<file path="src/hw/rtl/websocket_frame_deframer_unit_defines.svh">
// assertion macros for the websocket deframer
`ifndef WEBSOCKET_FRAME_DEFRAMER_UNIT_DEFINES_SVH
`define WEBSOCKET_FRAME_DEFRAMER_UNIT_DEFINES_SVH

`ifndef SYNTHESIS
// condition holds at every edge outside reset
`define WSD_ASSERT(lbl, clk, rst, cond, msg) \
  lbl: assert property (@(posedge clk) disable iff (rst) (cond)) else $error(msg);
// antecedent implies consequent in the same cycle
`define WSD_ASSERT_IMP(lbl, clk, rst, ante, cons, msg) \
  lbl: assert property (@(posedge clk) disable iff (rst) (ante) |-> (cons)) else $error(msg);
`else
`define WSD_ASSERT(lbl, clk, rst, cond, msg)
`define WSD_ASSERT_IMP(lbl, clk, rst, ante, cons, msg)
`endif

`endif

</file>
<file path="src/hw/rtl/wsd_pkg.sv">
package wsd_pkg;

  localparam int unsigned QUEUE_DEPTH_DEF = 4;

  localparam logic [3:0] OP_CLOSE = 4'h8;
  localparam logic [6:0] LEN_EXT16 = 7'd126;
  localparam logic [6:0] LEN_EXT64 = 7'd127;
  localparam logic [2:0] EXT16_BYTES = 3'd2;
  localparam logic [2:0] EXT64_BYTES = 3'd0;  // eight bytes, counted modulo 8

  typedef enum logic [2:0] {
    PH_HDR0 = 3'd0,
    PH_HDR1 = 3'd1,
    PH_EXT  = 3'd2,
    PH_MASK = 3'd3,
    PH_DATA = 3'd4
  } phase_t;

  typedef struct packed {
    logic [7:0] data_byte;
    logic       restart;
  } in_t;

  typedef struct packed {
    logic [7:0] payload_byte;
    logic [3:0] frame_opcode;
    logic       frame_last;
    logic       frame_empty;
    logic       closing;
  } res_t;

  // classified byte handed from parser to output side
  typedef struct packed {
    logic [7:0] data;
    logic [7:0] key_byte;
    logic       masked;
    logic [3:0] opcode;
    logic       last;
    logic       empty;
  } cmd_t;

  typedef struct packed {
    logic full;
    logic has_data;
  } qstat_t;

endpackage

</file>
<file path="src/hw/rtl/wsd_front.sv">
module wsd_front
  import wsd_pkg::*;
(
  input  logic clk,
  input  logic rst,
  input  logic accept,
  input  in_t  item,
  output logic emit,
  output cmd_t cmd
);

  phase_t          phase, phase_next, cur_phase;
  logic            closed, closed_next, cur_closed;
  logic [3:0]      opcode, opcode_next;
  logic            masked, masked_next;
  logic [2:0]      ext_count, ext_count_next;
  logic [63:0]     length, length_next;
  logic [63:0]     remaining, remaining_next;
  logic [3:0][7:0] key, key_next;
  logic [1:0]      key_idx, key_idx_next;

  logic            len_done;
  logic            pay_start;
  logic [63:0]     len_val;
  logic [7:0]      b;

  assign b = item.data_byte;
  // restart drops back to header start before the byte is parsed
  assign cur_phase  = item.restart ? PH_HDR0 : phase;
  assign cur_closed = item.restart ? 1'b0 : closed;

  always_comb begin
    phase_next     = cur_phase;
    closed_next    = cur_closed;
    opcode_next    = opcode;
    masked_next    = masked;
    ext_count_next = ext_count;
    length_next    = length;
    remaining_next = remaining;
    key_next       = key;
    key_idx_next   = key_idx;
    len_done       = 1'b0;
    pay_start      = 1'b0;
    len_val        = length;
    emit           = 1'b0;
    cmd.data       = b;
    cmd.key_byte   = key[~key_idx];
    cmd.masked     = masked;
    cmd.opcode     = opcode;
    cmd.last       = 1'b0;
    cmd.empty      = 1'b0;

    if (!cur_closed) begin
      case (cur_phase)
        PH_HDR1: begin
          masked_next = b[7];
          length_next = 64'd0;
          if (b[6:0] == LEN_EXT16) begin
            ext_count_next = EXT16_BYTES;
            phase_next     = PH_EXT;
          end else if (b[6:0] == LEN_EXT64) begin
            ext_count_next = EXT64_BYTES;
            phase_next     = PH_EXT;
          end else begin
            length_next = {57'd0, b[6:0]};
            len_val     = {57'd0, b[6:0]};
            len_done    = 1'b1;
          end
        end
        PH_EXT: begin
          length_next    = {length[55:0], b};
          len_val        = {length[55:0], b};
          ext_count_next = ext_count - 3'd1;
          len_done       = (ext_count_next == 3'd0);
        end
        PH_MASK: begin
          key_next = {key[2:0], b};
          if (key_idx != 2'd3) begin
            key_idx_next = key_idx + 2'd1;
          end else begin
            pay_start = 1'b1;
          end
        end
        PH_DATA: begin
          key_idx_next   = key_idx + 2'd1;
          remaining_next = remaining - 64'd1;
          cmd.last       = (remaining == 64'd1);
          emit           = 1'b1;
          if (cmd.last) begin
            phase_next = PH_HDR0;
          end
        end
        default: begin
          opcode_next = b[3:0];
          phase_next  = PH_HDR1;
        end
      endcase

      // header length complete: mask key next, or straight to payload or an empty-frame result
      if (len_done) begin
        if (masked_next) begin
          key_next     = '0;
          key_idx_next = 2'd0;
          phase_next   = PH_MASK;
        end else begin
          pay_start = 1'b1;
        end
      end

      if (pay_start) begin
        key_idx_next = 2'd0;
        if (len_val == 64'd0) begin
          phase_next = PH_HDR0;
          emit       = 1'b1;
          cmd.data   = 8'd0;
          cmd.last   = 1'b1;
          cmd.empty  = 1'b1;
        end else begin
          remaining_next = len_val;
          phase_next     = PH_DATA;
        end
      end

      if (emit && cmd.last && (opcode == OP_CLOSE)) begin
        closed_next = 1'b1;
      end
    end
  end

  always_ff @(posedge clk) begin
    if (rst) begin
      phase  <= PH_HDR0;
      closed <= 1'b0;
    end else if (accept) begin
      phase  <= phase_next;
      closed <= closed_next;
    end
  end

  always_ff @(posedge clk) begin
    if (accept) begin
      opcode    <= opcode_next;
      masked    <= masked_next;
      ext_count <= ext_count_next;
      length    <= length_next;
      remaining <= remaining_next;
      key       <= key_next;
      key_idx   <= key_idx_next;
    end
  end

endmodule

</file>
<file path="src/hw/rtl/wsd_queue.sv">
module wsd_queue
  import wsd_pkg::*;
#(
  parameter int unsigned DEPTH = QUEUE_DEPTH_DEF
) (
  input  logic   clk,
  input  logic   rst,
  input  logic   wr,
  input  cmd_t   wr_data,
  input  logic   rd,
  output cmd_t   rd_data,
  output qstat_t stat
);

  localparam int unsigned ADDR_W = (DEPTH > 1) ? $clog2(DEPTH) : 1;
  localparam int unsigned CNT_W  = $clog2(DEPTH + 1);

  cmd_t              mem [DEPTH];
  logic [ADDR_W-1:0] wr_ptr, rd_ptr;
  logic [CNT_W-1:0]  count;
  logic              do_wr, do_rd;

  assign stat.full     = (count == CNT_W'(DEPTH));
  assign stat.has_data = (count != '0);
  assign do_wr         = wr && !stat.full;
  assign do_rd         = rd && stat.has_data;
  assign rd_data       = mem[rd_ptr];

  function automatic logic [ADDR_W-1:0] bump(input logic [ADDR_W-1:0] p);
    bump = (p == ADDR_W'(DEPTH - 1)) ? '0 : p + ADDR_W'(1);
  endfunction

  always_ff @(posedge clk) begin
    if (do_wr) begin
      mem[wr_ptr] <= wr_data;
    end
  end

  always_ff @(posedge clk) begin
    if (rst) begin
      wr_ptr <= '0;
      rd_ptr <= '0;
      count  <= '0;
    end else begin
      if (do_wr) begin
        wr_ptr <= bump(wr_ptr);
      end
      if (do_rd) begin
        rd_ptr <= bump(rd_ptr);
      end
      if (do_wr && !do_rd) begin
        count <= count + CNT_W'(1);
      end else if (do_rd && !do_wr) begin
        count <= count - CNT_W'(1);
      end
    end
  end

endmodule

</file>
<file path="src/hw/rtl/wsd_back.sv">
module wsd_back
  import wsd_pkg::*;
(
  input  logic   clk,
  input  logic   rst,
  input  qstat_t q_stat,
  input  cmd_t   q_data,
  output logic   q_rd,
  input  logic   pop,
  output logic   empty,
  output res_t   result
);

  logic out_valid;
  logic load;
  res_t res_next;

  assign empty = !out_valid;
  assign load  = !out_valid || pop;
  assign q_rd  = load && q_stat.has_data;

  always_comb begin
    res_next.payload_byte = q_data.masked ? (q_data.data ^ q_data.key_byte) : q_data.data;
    if (q_data.empty) begin
      res_next.payload_byte = 8'd0;
    end
    res_next.frame_opcode = q_data.opcode;
    res_next.frame_last   = q_data.last;
    res_next.frame_empty  = q_data.empty;
    res_next.closing      = q_data.last && (q_data.opcode == OP_CLOSE);
  end

  always_ff @(posedge clk) begin
    if (rst) begin
      out_valid <= 1'b0;
    end else if (load) begin
      out_valid <= q_stat.has_data;
    end
  end

  always_ff @(posedge clk) begin
    if (q_rd) begin
      result <= res_next;
    end
  end

endmodule

</file>
<file path="src/hw/rtl/websocket_frame_deframer_unit.sv">
// a result byte passes the queue and then the result register on its way to the result ports
// throughput: one byte per cycle unless full; parser and 64-bit length counter step per byte
// a header byte that yields no result still needs a free queue slot to be taken
// reset: synchronous rst clears the parser phase, closed flag, queue pointers and output valid
// restart on an input byte returns the parser to header start before that byte is taken
module websocket_frame_deframer_unit
  import wsd_pkg::*;
#(
  parameter int unsigned QUEUE_DEPTH = QUEUE_DEPTH_DEF
) (
  input  logic clk,
  input  logic rst,
  input  logic push,
  output logic full,
  input  in_t  item,
  output logic empty,
  input  logic pop,
  output res_t result
);

`include "websocket_frame_deframer_unit_defines.svh"

  // front side: header parse and byte classification
  logic   accept;
  logic   f_emit;
  cmd_t   f_cmd;

  // short queue between parser and output stage
  qstat_t q_stat;
  cmd_t   q_data;
  logic   q_rd;

  // an input transaction is taken only while the queue has a slot,
  // whether or not the byte turns into a result
  assign full   = q_stat.full;
  assign accept = push && !full;

  wsd_front u_front (
    .clk    (clk),
    .rst    (rst),
    .accept (accept),
    .item   (item),
    .emit   (f_emit),
    .cmd    (f_cmd)
  );

  wsd_queue #(
    .DEPTH (QUEUE_DEPTH)
  ) u_queue (
    .clk     (clk),
    .rst     (rst),
    .wr      (accept && f_emit),
    .wr_data (f_cmd),
    .rd      (q_rd),
    .rd_data (q_data),
    .stat    (q_stat)
  );

  // back side: unmask and hold the result until a pop transaction
  wsd_back u_back (
    .clk    (clk),
    .rst    (rst),
    .q_stat (q_stat),
    .q_data (q_data),
    .q_rd   (q_rd),
    .pop    (pop),
    .empty  (empty),
    .result (result)
  );

  // a full queue must hold entries
  `WSD_ASSERT_IMP(a_full_has_data, clk, rst, q_stat.full, q_stat.has_data, "queue full with no data")
  // close results only end a frame
  `WSD_ASSERT_IMP(a_close_is_last, clk, rst, !empty && result.closing, result.frame_last, "closing without last")
  // empty frame results carry a zero byte and end the frame
  `WSD_ASSERT_IMP(a_empty_frame, clk, rst, !empty && result.frame_empty, result.frame_last && (result.payload_byte == 8'd0), "bad empty frame result")
  // output stage never reads an empty queue
  `WSD_ASSERT(a_rd_has_data, clk, rst, !q_rd || q_stat.has_data, "read of empty queue")

endmodule

</file>
<file path="config.mk">
export PLATFORM = sky130hd
export DESIGN_NAME = websocket_frame_deframer_unit
export DESIGN_NICKNAME = d
export VERILOG_FILES = /design/src/hw/rtl/wsd_pkg.sv /design/src/hw/rtl/wsd_front.sv /design/src/hw/rtl/wsd_queue.sv /design/src/hw/rtl/wsd_back.sv /design/src/hw/rtl/websocket_frame_deframer_unit.sv
export VERILOG_INCLUDE_DIRS = /design/src /design/src/hw/rtl
export SDC_FILE = /design/constraint.sdc
export NUM_CORES = 1
export LEC_CHECK = 0
export BUFFER_PORTS_ARGS = -buffer_cell sky130_fd_sc_hd__buf_2
export CAP_MARGIN = 40
export CORE_ASPECT_RATIO = 0.75
export CORE_UTILIZATION = 59
export CTS_BUF_LIST = sky130_fd_sc_hd__clkbuf_8
export DETAILED_ROUTE_END_ITERATION = 8
export PLACE_DENSITY_LB_ADDON = 0.05
export SYNTH_ARGS = -nofsm -noshare
export SYNTH_HDL_FRONTEND = slang
export SYNTH_SLANG_ARGS = --single-unit
</file>
<file path="constraint.sdc">
create_clock -name clk -period 4.5 [get_ports clk]
set_clock_uncertainty 0.1 [all_clocks]
set_input_delay 0.45 -clock clk [delete_from_list [all_inputs] [get_ports clk]]
set_output_delay 0.45 -clock clk [all_outputs]
set_load 0.01 [all_outputs]
</file>
After elaboration in Yosys (flattened, before gate mapping)
Memories as Yosys holds them, arrays and structs flattened. A register that Yosys moved wholly into a read port is not among the register bits.
Cells that the tools add are included.
{ "op_classes": {"order_cmp": 1, "n_mux": 68, "eq_ne": 14, "addsub": 7, "bitwise": 4, "n_reduce_logical": 26} }
{ "ops": {"columns": ["op", "n"], "rows": [
  ["2-to-1 mux 64 bit", 7],
  ["one-hot mux 64 bit (2 select lines)", 2],
  ["2-to-1 mux 32 bit", 3],
  ["== test 64 x 1 -> 1 bit (second input constant)", 1],
  ["zero test 64 bit", 1],
  ["subtractor 64 x 1 -> 64 bit (second input constant)", 1],
  ["2-to-1 mux 8 bit", 5],
  ["2-to-1 mux 3 bit", 13],
  ["2-to-1 mux 2 bit", 11],
  ["2-to-1 mux 1 bit", 21],
  ["binary-select mux 8 bit (select 2 bit)", 1],
  ["== test 7 bit (second input constant)", 2],
  ["logical AND 1 bit", 10],
  ["one-hot mux 3 bit (3 select lines)", 1],
  ["== test 4 bit (second input constant)", 2],
  ["XOR 8 bit", 1],
  ["2-to-1 mux 7 bit", 1],
  ["adder 2 x 1 -> 2 bit (second input constant)", 3],
  ["== test 3 x 2 -> 1 bit (second input constant)", 2],
  ["== test 3 bit (second input constant)", 2],
  ["one-hot mux 3 bit (2 select lines)", 1],
  ["AND reduction 3 bit", 2],
  ["subtractor 3 x 1 -> 3 bit (second input constant)", 2],
  ["== test 2 bit (second input constant)", 2],
  ["18 further kinds", 23]
]} }
{ "totals": {"elab_cells": 142, "regBits": 197, "inputBits": 13, "ramBits": 92, "memories": 1, "output_inout_bits": 17} }
{ "mem_list": {"columns": ["name", "depth", "word_bits", "read_ports", "rd_ports_with_merged_regs", "wr", "line_no", "source"], "rows": [
  ["u_queue.mem", 4, 23, 1, 1, 1, "wsd_queue.sv:18", "cmd_t mem [DEPTH];"]
]} }

Longest topological paths before layout
Gate-level depths: netlist of run 1.
{ "depth": {"depth_word": 16, "ltp_mapped": 15, "mapped_depth_nobuf": 14} }

Modules after synthesis
A second synthesis of run 1 with hierarchy kept.
{ "hier_totals": {"hier_cells": 1181, "hier_area_um2": 14551.5} }
{ "by_module_without_submodules": {"columns": ["mod", "area_each_um2", "n_inst", "cells_per_inst"], "rows": [
  ["wsd_front", 10009.6, 1, 959],
  ["wsd_queue", 3811.2, 1, 170],
  ["wsd_back", 715.7, 1, 50],
  ["websocket_frame_deframer_unit", 15.0, 1, 2]
]} }

Worst setup path after synthesis of run 1
OpenSTA, ideal clock, no wires.
{ "synth_timing": {"kind": "reg2reg", "start": "reg u_front.phase[1]", "end": "reg u_front.length[0] (enable)", "setup_slack_ns": -0.283, "path_buffers": 3, "t_arrival_ns": 4.197, "setup_ns": 0.486, "path_stages_with_launch": 7, "path_cell_list": "dfxtp_1 > clkbuf_1 > nor4b_2 > clkbuf_1 > clkbuf_1 > nor2_1 > nor2_1"} }
{ "synth_via": {"elab_chain_len": 4, "word_cells_on_any_way": 5} }
{ "synth_lines": {"columns": ["item", "line_no", "source"], "rows": [
  ["start: declaration", "wsd_front.sv:12", "phase_t phase, phase_next, cur_phase;"],
  ["start signal: assignment", "wsd_front.sv:135", "phase <= phase_next;"],
  ["2-to-1 mux 3 bit *", "wsd_front.sv:29", "assign cur_phase = item.restart ? PH_HDR0 : phase;"],
  ["== test 3 x 2 -> 1 bit / == test 3 x 1 -> 1 bit (equally long branches)", "wsd_front.sv:54", "case (cur_phase)"],
  ["nonzero test 2 bit (no line) *", null, null],
  ["AND reduction 3 bit (no line) *", null, null],
  ["end signal: assignment", "wsd_front.sv:145", "length <= length_next;"],
  ["end: declaration", "wsd_front.sv:17", "logic [63:0] length, length_next;"]
]} }
Mark *: on every way between the ends. The rest lies on a longest branch, timed or not.
A chain may end at the register's enable or synchronous reset.

Worst setup path in the final report of run 1
{ "layout_timing": {"start": "reg u_front.phase[0]", "end": "reg u_queue.count[2]"} }
{ "layout_via": {"elab_chain_len": 15, "word_cells_on_any_way": 28} }
{ "layout_lines": {"columns": ["item", "line_no", "source"], "rows": [
  ["2-to-1 mux 3 bit *", "wsd_front.sv:29", null],
  ["parallel branches: the longest is 6 deep, another holds one-hot mux 64 bit (2 select lines)", null, null],
  ["2-to-1 mux 1 bit *", "wsd_front.sv:110", "if (pay_start) begin"],
  ["2-to-1 mux 1 bit * (2 in a row)", "wsd_front.sv:53", "if (!cur_closed) begin"],
  ["logical AND 1 bit *", "websocket_frame_deframer_unit.sv:52", ".wr (accept && f_emit),"],
  ["logical AND 1 bit *", "wsd_queue.sv:25", "assign do_wr = wr && !stat.full;"],
  ["net u_queue.do_wr", "wsd_queue.sv:21", "logic do_wr, do_rd;"],
  ["zero test 1 bit", "wsd_queue.sv:53", "end else if (do_rd && !do_wr) begin"],
  ["logical AND 1 bit", "wsd_queue.sv:53", null],
  ["nonzero test 2 bit (no line)", null, null],
  ["end signal: assignment", "wsd_queue.sv:52", "count <= count + CNT_W'(1);"],
  ["end signal: assignment", "wsd_queue.sv:54", "count <= count - CNT_W'(1);"],
  ["end: declaration", "wsd_queue.sv:20", "logic [CNT_W-1:0] count;"]
]} }
Mark *: on every way through the listed nets, which the timed path passes. The select of a mux whose other input is x is not followed.

==> key figures, run 1 <==
Run status
  • Outcome: finished clean

Power
  • Switching share of power: 29.4%
  • P_leak: 5.24 nW
  • Power after layout: 7.30 mW
  • Clock power share: 27.9%
  • Total power density per cell area: 478 nW/µm²
  • Int Pwr: 5.15 mW
  • Peak VDD IR: 471 µV
  • Part of the power in registers: 52.3%
  • Gate power share: 19.8%
  • P_sw: 2.15 mW

Clock network
  • Max H-tree Level: 2
  • CTS resizes: 0
  • Clk buf depth: 3
  • CTS buffer count: 46
  • Clock root buffer: clkbuf_8
  • Clock transition at path regs: 0.07 ns
  • Cts hold-fix bufs: 0
  • CTS tree: done
  • Total clock sinks: 291
  • Post-CTS Setup Inserts: 0
  • Skew-Pair Late Insertion Delay: 0.56 ns

Yosys
  • Post-synth top area share: 60.1%
  • Warnings from Yosys: 0
  • Seq/Total Area, Yosys: 62.1%
  • Syn Inst Count: 1100
  • Syn Nets: 1127
  • Post-synth EDFFs: 277
  • Synth area leader: edfxtp_1
  • Synthesized cell area: 13800 µm²
  • Synthesized flop and latch total: 291
  • Synth cell types: 58
  • Post-synth top cells: edfxtp_1 (277), a21oi_1 (150), nand2_1 (88)
  • Primary FF master, synth: edfxtp_1
  • Synth top area cells: edfxtp_1 (60%), a21oi_1 (5.4%), mux4_2 (5.0%)
  • Post-synth ARST share: 0%
  • Top-count cell post-synth: edfxtp_1
  • Synth Area per Inst: 12.6 µm²

Floorplanning
  • Die Y: 135 µm
  • Ports: 30
  • Die area: 24100 µm²
  • Initial Util: 60.2%
  • Core area: 23000 µm²
  • Rows: 48
  • Die Width: 179 µm

Routing
  • Vias: 8996
  • Number of DRC markers in iteration 0: 901
  • Wire per inst: 20.4 µm
  • First-pass detailed-route iteration total: 5
  • Avg Vias per Cell: 6.07
  • DRC Markers: 0
  • Final WL: 30.3 mm
  • DRT antenna net count: 0

Placement
  • Final RePlAce weighted congestion: 0.849
  • Buffers on Ports: 29
  • Dpl cell area: 14400 µm²
  • Post-DP HPWL: 20.1 mm

Global route
  • First-pass GRT wire length: 47.7 mm
  • Grt ovf: 0
  • Largest net degree at the start of global routing: 65
  • Total GRT Usage: 26.1%
  • Initial antenna violation count: 0
  • Vias in the first global route: 8549

Timing
  • Hold Slack: 0.0861 ns
  • Fin crit share: 93.5%
  • Fmax: 0.238 GHz
  • RSZ-0062 raised after global routing: false
  • Final number of max-transition violations: 0
  • Fin. Hold Viols: 0
  • Final setup vio count: 0
  • Worst-margin pin slew: 0.862 ns
  • Slew margin rel.: 42.6%
  • TNS Setup: 0 ns
  • Tmin final: 4.21 ns

Worst setup path
  • Worst EP required: 4.88 ns
  • Crit Path Category: flop to flop
  • CP arrival: 4.59 ns
  • Critical-path maximum fanout: 12
  • Critical Path Source Type: flop
  • Crit path capture type: flop

Final layout
  • Antenna Cells: 0
  • Fin nets: 1178
  • Fraction of layout cells with a size suffix above 1: 14.4%
  • Synthesis-to-layout area growth: 10.1%
  • Final Util: 66.3%
  • Final instance area: 15200 µm²

Hold path
  • Hold Path Class: input pin to flop

Run
  • MaxCap Viol Count: 0
sequential cells by signal (all words and copies together), names as in the netlist, named ones only:
signal,flops
u_queue.mem,92
u_front.length,64
u_front.remaining,64
u_front.key,32
u_back.result,15
u_front.opcode,4
u_front.ext_count,3
u_front.phase,3
u_queue.count,3
u_front.key_idx,2
u_queue.rd_ptr,2
u_queue.wr_ptr,2
u_back.out_valid,1
u_front.closed,1
u_front.masked,1
area by class of cell:
type / count / area [µm²]
Multi-Input combinational cell: 739 / 5020
Clock inverter: 34 / 181
Clock buffer: 46 / 633
Inverter: 17 / 66.3
Tap cell: 300 / 375
Sequential cell: 291 / 8600
Timing Repair Buffer: 56 / 373
Fill cell: 1723 / 7750
through the flow:
stage / setup WS, ns / cells
floorplan: 0.616 / 1100
global placement: 0.326 / 1403
detailed placement: 0.172 / 1403
CTS: 0.237 / 1483
global route: 0.0242 / 1483
finish: 0.292 / 1483
worst paths after layout:
check / startpoint / slack [ns] / depth (start not counted) / to
max reg2reg: u_front.phase[0] / 0.29 / 13 / u_queue.count[2]
min: pop / 0.09 / 4 / u_back.out_valid
min reg2reg: u_back.out_valid / 0.39 / 2 / u_back.out_valid
max: u_front.phase[0] / 0.29 / 13 / u_queue.count[2]
cells by family after synthesis:
kind of cell / count (synthesis) / share of synthesized area [%]
simple gates: 411 / 15.9
flops: 291 / 62.1
compound gates: 188 / 7.29
buf+inv: 70 / 1.99
mux: 64 / 7.44
xor+xnor: 62 / 3.92
fa+ha+maj: 14 / 1.32
power by group through the flow:
| stage | sequential [mW] | clock, mW | combinational [mW] |
|---|---|---|---|
| finish | 3.81 | 2.04 | 1.45 |
| CTS | 3.81 | 2.08 | 1.46 |
| floorplan | 3.80 | 0 | 1.04 |
| global route | 3.86 | 2.20 | 1.60 |
| detailed placement | 3.86 | 0 | 1.45 |
| global placement | 3.85 | 0 | 1.42 |
routing by layer:
layer,GRT usage (%),vias to the layer above,wire length (µm)
met1,43.8,4387,15100
met3,4.90,30,2520
li1,-,4243,-
met4,5.74,0,348
met5,0,-,0
met2,34.4,336,12300
cell usage in the layout (no fill, tap or decap), types with 9 or more instances in the layout:
| cell | count |
|---|---|
| nand2_1 | 88 |
| xor2_1 | 33 |
| or3_1 | 11 |
| buf_2 | 29 |
| nor4_1 | 30 |
| xnor2_1 | 29 |
| nor2b_1 | 14 |
| o21ai_0 | 11 |
| ha_1 | 13 |
| and2_1 | 70 |
| dfxtp_1 | 14 |
| inv_1 | 26 |
| mux2i_1 | 32 |
| nor2_1 | 83 |
| and3_1 | 9 |
| clkbuf_8 | 46 |
| mux4_2 | 31 |
| a21oi_1 | 148 |
| buf_4 | 25 |
| clkinv_1 | 14 |
| nor3_1 | 44 |
| edfxtp_1 | 277 |
worst max-delay path, stage by stage, from the launching register on:
cell      delay (ns)
dfxtp_1         0.45
or4b_2          0.88
mux2i_1         0.17
o21ai_0         0.16
nand4_1         0.13
nor3_1          0.40
nand3b_1        0.16
a21oi_1         0.34
ha_1            0.26
inv_1           0.06
fa_1            0.38
xor2_1          0.18
or3_1           0.31
a21oi_1         0.15
Power figures use the tool's default switching activity.
==> run 2: changes to the inputs <==
--- a/config.mk
+++ b/config.mk
@@ -11,7 +11,9 @@
 export CORE_ASPECT_RATIO = 0.75
 export CORE_UTILIZATION = 59
 export CTS_BUF_LIST = sky130_fd_sc_hd__clkbuf_8
+export CTS_CLUSTER_SIZE = 16
 export DETAILED_ROUTE_END_ITERATION = 8
+export HOLD_SLACK_MARGIN = 0.12
 export PLACE_DENSITY_LB_ADDON = 0.05
 export SYNTH_ARGS = -nofsm -noshare
 export SYNTH_HDL_FRONTEND = slang
==> run 2 against run 1 <==
  * Highest routed layer unchanged
  * Die area stayed put
  * Combinational power hardly changed
  * Flip-flop and latch count stayed put
  * Global-route usage is 0.066 points higher
  * Clock power hardly changed
  * Sequential power hardly changed
  * Critical endpoint unchanged
  * Worst setup slack better by 0.025 ns
  * Cell area is 0.33% higher
==> key figures, run 2 (same netlist as run 1, synthesis figures left out) <==
Floorplanning
  • Ports: 30 (unchanged)
  • Core area: 23000 µm² (unchanged)
  • Die area: 24100 µm² (unchanged)
  • Rows: 48 (unchanged)
  • Initial Util: 60.2% (unchanged)
  • Die Y: 135 µm (unchanged)
  • Die Width: 179 µm (unchanged)

Placement
  • Post-DP HPWL: 20.1 mm (unchanged)
  • Final RePlAce weighted congestion: 0.849 (unchanged)
  • Buffers on Ports: 29 (unchanged)

Final layout
  • Max reg flops: 92 (unchanged)
  • Commonest non-fill, non-tap cell in the layout: edfxtp_1 (unchanged)
  • Top Registers: u_queue.mem: 92 flops, u_front.length: 64 flops, u_front.remaining: 64 flops (unchanged)
  • Fraction of layout cells with a size suffix above 1: 14.3% (was 14.4%)
  • Reg with most FFs: u_queue.mem (unchanged)
  • Final Util: 66.5% (was 66.3%)
  • Fin nets: 1183 (was 1178)
  • Filler cell count: 1716 (was 1723)
  • Multi-input logic area: 5020 µm² (unchanged)
  • Antenna Cells: 0 (unchanged)
  • Register area: 8600 µm² (unchanged)
  • Synthesis-to-layout area growth: 10.5% (was 10.1%)
  • Most frequent cells in the layout: edfxtp_1 (277), a21oi_1 (148), nand2_1 (88) (unchanged)

Clock network
  • Total clock sinks: 291 (unchanged)
  • Clk buf depth: 3 (unchanged)
  • CTS buffer count: 46 (unchanged)
  • Clock root buffer: clkbuf_8 (unchanged)
  • Skew-Pair Late Insertion Delay: 0.56 ns (about the same)
  • Max H-tree Level: 2 (unchanged)
  • Clock transition at path regs: 0.07 ns (about the same)
  • CTS tree: done (unchanged)

Timing
  • Tmin final: 4.18 ns (was 4.21 ns)
  • Fin. Hold Viols: 0 (unchanged)
  • Final number of max-transition violations: 0 (unchanged)
  • Worst-margin pin slew: 0.841 ns (was 0.862 ns)
  • TNS Setup: 0 ns (unchanged)
  • Final setup vio count: 0 (unchanged)
  • Slew margin rel.: 43.9% (was 42.6%)
  • Fin crit share: 93.0% (was 93.5%)
  • Fmax: 0.239 GHz (was 0.238 GHz)
  • RSZ-0062 raised after global routing: false (unchanged)

Global route
  • Total GRT Usage: 26.1% (about the same)
  • Vias in the first global route: 8567 (was 8549)
  • Largest net degree at the start of global routing: 65 (unchanged)
  • Met3 GRT Util: 4.95% (was 4.90%)
  • Met2 global-route usage: 34.7% (was 34.4%)
  • Met1 Use GR: 43.7% (was 43.8%)
  • First-pass GRT wire length: 47.8 mm (was 47.7 mm)
  • Initial antenna violation count: 0 (unchanged)
  • Grt ovf: 0 (unchanged)
  • GR peak layer: met1 (unchanged)

Power
  • Int Pwr: 5.15 mW (about the same)
  • Total power density per cell area: 477 nW/µm² (was 478 nW/µm²)
  • P_leak: 5.26 nW (was 5.24 nW)
  • Part of the power in registers: 52.2% (was 52.3%)
  • Gate power share: 19.9% (was 19.8%)
  • Clock power share: 27.9% (about the same)
  • Switching share of power: 29.4% (about the same)
  • Peak VDD IR: 272 µV (was 471 µV)
  • P_sw: 2.15 mW (about the same)

Worst setup path
  • Crit Path Category: flop to flop (unchanged)
  • Reg2reg path depth: 13 (unchanged)
  • Worst EP required: 4.89 ns (was 4.88 ns)
  • CP arrival: 4.57 ns (was 4.59 ns)
  • Critical-path maximum fanout: 12 (unchanged)
  • Critical Path Source Type: flop (unchanged)
  • Crit path capture type: flop (unchanged)

Routing
  • Wire per inst: 20.5 µm (was 20.4 µm)
  • Vias: 9029 (was 8996)
  • Final WL: 30.5 mm (was 30.3 mm)
  • Avg Vias per Cell: 6.07 (about the same)
  • DRC Markers: 0 (unchanged)
  • First-pass detailed-route iteration total: 7 (was 5)
  • Number of DRC markers in iteration 0: 903 (was 901)
  • DRT antenna net count: 0 (unchanged)

Hold path
  • Hold Path Class: input pin to flop (unchanged)
  • Hold depth: 1 (was 4)

Run status
  • Outcome: finished clean (unchanged)

Run
  • MaxCap Viol Count: 0 (unchanged)
[run 2: cell count changes in the layout (fill, tap and decap cells not counted)]
cell	previous run	this run
dlygate4sd3_1	0	5
[run 2: worst paths after layout]
path,start,to,slack (ns)
worst min register to register,u_back.out_valid,u_back.out_valid,0.39
worst min-delay path,item[4],u_front.opcode[3],0.19
worst max register to register,u_front.phase[0],u_queue.count[2],0.32
worst max-delay path,u_front.phase[0],u_queue.count[2],0.32
[run 2: cell type report]
cell class                      count  share of cell area, %
Inverter                           17                  0.433
Clock buffer                       46                   4.14
Timing Repair Buffer               61                   2.76
Sequential cell                   291                   56.2
Multi-Input combinational cell    739                   32.8
Clock inverter                     34                   1.19
Tap cell                          300                   2.45
[run 2: worst max-delay path, stage by stage, from the launching register on]
cell	delay [ns]
dfxtp_1	0.45
or4b_2	0.88
mux2i_1	0.16
o21ai_0	0.16
nand4_1	0.13
nor3_1	0.39
nand3b_1	0.16
a21oi_1	0.33
ha_1	0.26
inv_1	0.06
fa_1	0.38
xor2_1	0.18
or3_1	0.31
a21oi_1	0.15
[run 2: through the flow]
step	setup slack [ns]	instances	hold slack, ns	area, µm²	power (mW)
final	0.317	1488	0.186	15300	7.30
after global routing	0.0237	1488	0.155	15300	7.66
after CTS	0.237	1488	0.140	15300	7.36
after detailed placement	0.172	1403	0.366	14400	5.32
after global placement	0.326	1403	0.362	14400	5.27
after floorplan	0.616	1100	0.341	13800	4.84
[run 2: layer usage]
metal  vias up  wire length [µm]
met4         0               388
met3        41              2340
met1      4424             15200
li1       4243                 -
met2       321             12500
met5         -                 0
[run 2: power groups by stage]
stage | Clock, mW | Sequential, mW | Combinational [mW]
floorplan | 0 | 3.80 | 1.04
global placement | 0 | 3.85 | 1.42
detailed placement | 0 | 3.86 | 1.45
CTS | 2.08 | 3.81 | 1.46
global route | 2.20 | 3.86 | 1.61
finish | 2.04 | 3.81 | 1.45
[run 2: repair_timing]
action	CTS	global route
resized for setup	0	1
setup endpoints to repair	0	1
hold buffers	5	0
endpoints found under the hold margin	7	0
setup buffers	0	0
==> run 3: changes to the inputs <==
--- a/config.mk
+++ b/config.mk
@@ -6,7 +6,7 @@
 export SDC_FILE = /design/constraint.sdc
 export NUM_CORES = 1
 export LEC_CHECK = 0
-export BUFFER_PORTS_ARGS = -buffer_cell sky130_fd_sc_hd__buf_2
+export BUFFER_PORTS_ARGS = -buffer_cell sky130_fd_sc_hd__clkbuf_2
 export CAP_MARGIN = 40
 export CORE_ASPECT_RATIO = 0.75
 export CORE_UTILIZATION = 59
==> run 3 against run 2 <==
  * Die area stayed put
  * Power down 1.0%
  * Critical path depth is the same
==> key figures, run 3 (same netlist as run 1, synthesis figures left out) <==
Hold path
  • Hold Path Class: input pin to flop (unchanged)

Clock network
  • Max H-tree Level: 2 (unchanged)
  • CTS buffer count: 45 (was 46)
  • Post-CTS Setup Inserts: 0 (unchanged)
  • Cts hold-fix bufs: 1 (was 5)
  • Skew-Pair Late Insertion Delay: 0.55 ns (was 0.56 ns)
  • CTS tree: done (unchanged)
  • Clock root buffer: clkbuf_8 (unchanged)
  • CTS resizes: 0 (unchanged)
  • Total clock sinks: 291 (unchanged)
  • Clk buf depth: 3 (unchanged)
  • Clock transition at path regs: 0.06 ns (was 0.07 ns)

Timing
  • Fin crit share: 92.9% (was 93.0%)
  • Final number of max-transition violations: 0 (unchanged)
  • Fin. Hold Viols: 0 (unchanged)
  • Slew margin rel.: 50.6% (was 43.9%)
  • Tmin final: 4.18 ns (about the same)
  • Worst-margin pin slew: 0.741 ns (was 0.841 ns)
  • Final setup vio count: 0 (unchanged)
  • TNS Setup: 0 ns (unchanged)
  • RSZ-0062 raised after global routing: false (unchanged)
  • Fmax: 0.239 GHz (about the same)

Final layout
  • Reg with most FFs: u_queue.mem (unchanged)
  • Fin nets: 1181 (was 1183)
  • Final instance area: 15300 µm² (about the same)
  • Synthesis-to-layout area growth: 10.2% (was 10.5%)
  • Most frequent cells in the layout: edfxtp_1 (277), a21oi_1 (148), nand2_1 (88) (unchanged)
  • Max reg flops: 92 (unchanged)
  • Fraction of layout cells with a size suffix above 1: 14.0% (was 14.3%)
  • Top Registers: u_queue.mem: 92 flops, u_front.length: 64 flops, u_front.remaining: 64 flops (unchanged)
  • Antenna Cells: 0 (unchanged)
  • Commonest non-fill, non-tap cell in the layout: edfxtp_1 (unchanged)
  • Filler cell count: 1698 (was 1716)

Placement
  • Post-DP HPWL: 20.4 mm (was 20.1 mm)
  • Dpl cell area: 14500 µm² (was 14400 µm²)
  • Final RePlAce weighted congestion: 0.850 (was 0.849)
  • Buffers on Ports: 29 (unchanged)

Global route
  • Largest net degree at the start of global routing: 67 (was 65)
  • Initial antenna violation count: 0 (unchanged)
  • First-pass GRT wire length: 48.1 mm (was 47.8 mm)
  • Vias in the first global route: 8546 (was 8567)
  • Grt ovf: 0 (unchanged)
  • Total GRT Usage: 26.2% (was 26.1%)

Floorplanning
  • Die Y: 135 µm (unchanged)
  • Die Width: 179 µm (unchanged)
  • Rows: 48 (unchanged)
  • Core area: 23000 µm² (unchanged)
  • Die area: 24100 µm² (unchanged)
  • Initial Util: 60.2% (unchanged)
  • Ports: 30 (unchanged)

Run status
  • Outcome: finished clean (unchanged)

Routing
  • Wire per inst: 20.6 µm (was 20.5 µm)
  • Avg Vias per Cell: 6.04 (was 6.07)
  • First-pass detailed-route iteration total: 5 (was 7)
  • Number of DRC markers in iteration 0: 824 (was 903)
  • Vias: 8993 (was 9029)
  • Final WL: 30.6 mm (was 30.5 mm)
  • DRT antenna net count: 0 (unchanged)
  • DRC Markers: 0 (unchanged)

Power
  • Total power density per cell area: 473 nW/µm² (was 477 nW/µm²)
  • Peak VDD IR: 301 µV (was 272 µV)
  • P_leak: 5.29 nW (was 5.26 nW)

Worst setup path
  • Critical Path Source Type: flop (unchanged)
  • Crit path capture type: flop (unchanged)
  • CP arrival: 4.56 ns (was 4.57 ns)
  • Crit Path Category: flop to flop (unchanged)
  • Critical-path maximum fanout: 12 (unchanged)
  • Worst EP required: 4.88 ns (was 4.89 ns)

Run
  • MaxCap Viol Count: 0 (unchanged)
run 3: cell count changes in the layout (fill, tap and decap cells not counted), moves of 2 or more:
cell           previous run  this run
clkinv_1                 14         9
inv_8                     2         0
inv_1                    26        38
buf_2                    29         0
clkbuf_2                  0        29
clkinv_2                  6         2
dlygate4sd3_1             5         1
run 3: power by group:
part / total (mW) / internal [mW] / switching [mW]
clock network: 1.95 / 0.935 / 1.02
logic: 1.47 / 0.632 / 0.842
registers: 3.80 / 3.51 / 0.287
total: 7.23 / 5.08 / 2.15
run 3: layout make-up:
cell class              count  area (µm²)  share of cell area, %
clock buffers              45         619                   4.06
clock inverters            36         151                  0.992
inverters                  17        66.3                  0.434
multi-input cells         739        5020                   32.9
flip-flops and latches    291        8600                   56.3
well taps                 300         375                   2.46
repair buffers             60         438                   2.87
run 3: path summary, 6_finish.rpt:
kind / end / cells past startpoint / slack (ns) / from
min: u_front.opcode[1] / 1 / 0.18 / item[2]
max reg2reg: u_queue.count[2] / 13 / 0.32 / u_front.phase[2]
min reg2reg: u_front.closed / 1 / 0.37 / u_front.closed
max: u_queue.count[2] / 13 / 0.32 / u_front.phase[2]
run 3: critical path, stage by stage (launching register included):
cell and delay, ns:
dfxtp_1 0.48, or4b_2 0.89, mux2i_1 0.17, o21ai_0 0.16
nand4_1 0.13, nor3_1 0.42, nand3b_1 0.17, a21oi_1 0.31
ha_1 0.24, inv_1 0.06, fa_1 0.38, xor2_1 0.18
or3_1 0.30, a21oi_1 0.13
run 3: stage by stage:
step	instances	utilization (%)	total power, mW	setup slack, ns	hold slack, ns
3_3_place_gp	1404	62.8	5.27	0.282	0.364
2_1_floorplan	1100	-	4.84	0.616	0.341
3_5_place_dp	1406	63.0	5.33	0.180	0.355
4_1_cts	1488	66.4	7.29	0.364	0.133
6_report	1488	66.4	7.23	0.321	0.183
5_1_grt	1488	66.4	7.59	0.0272	0.145
run 3: layer usage:
metal | global-route usage, % | wire length, µm
met4 | 4.90 | 284
met2 | 35.1 | 12800
met3 | 5.29 | 2310
met1 | 43.9 | 15300
met5 | 0 | 0
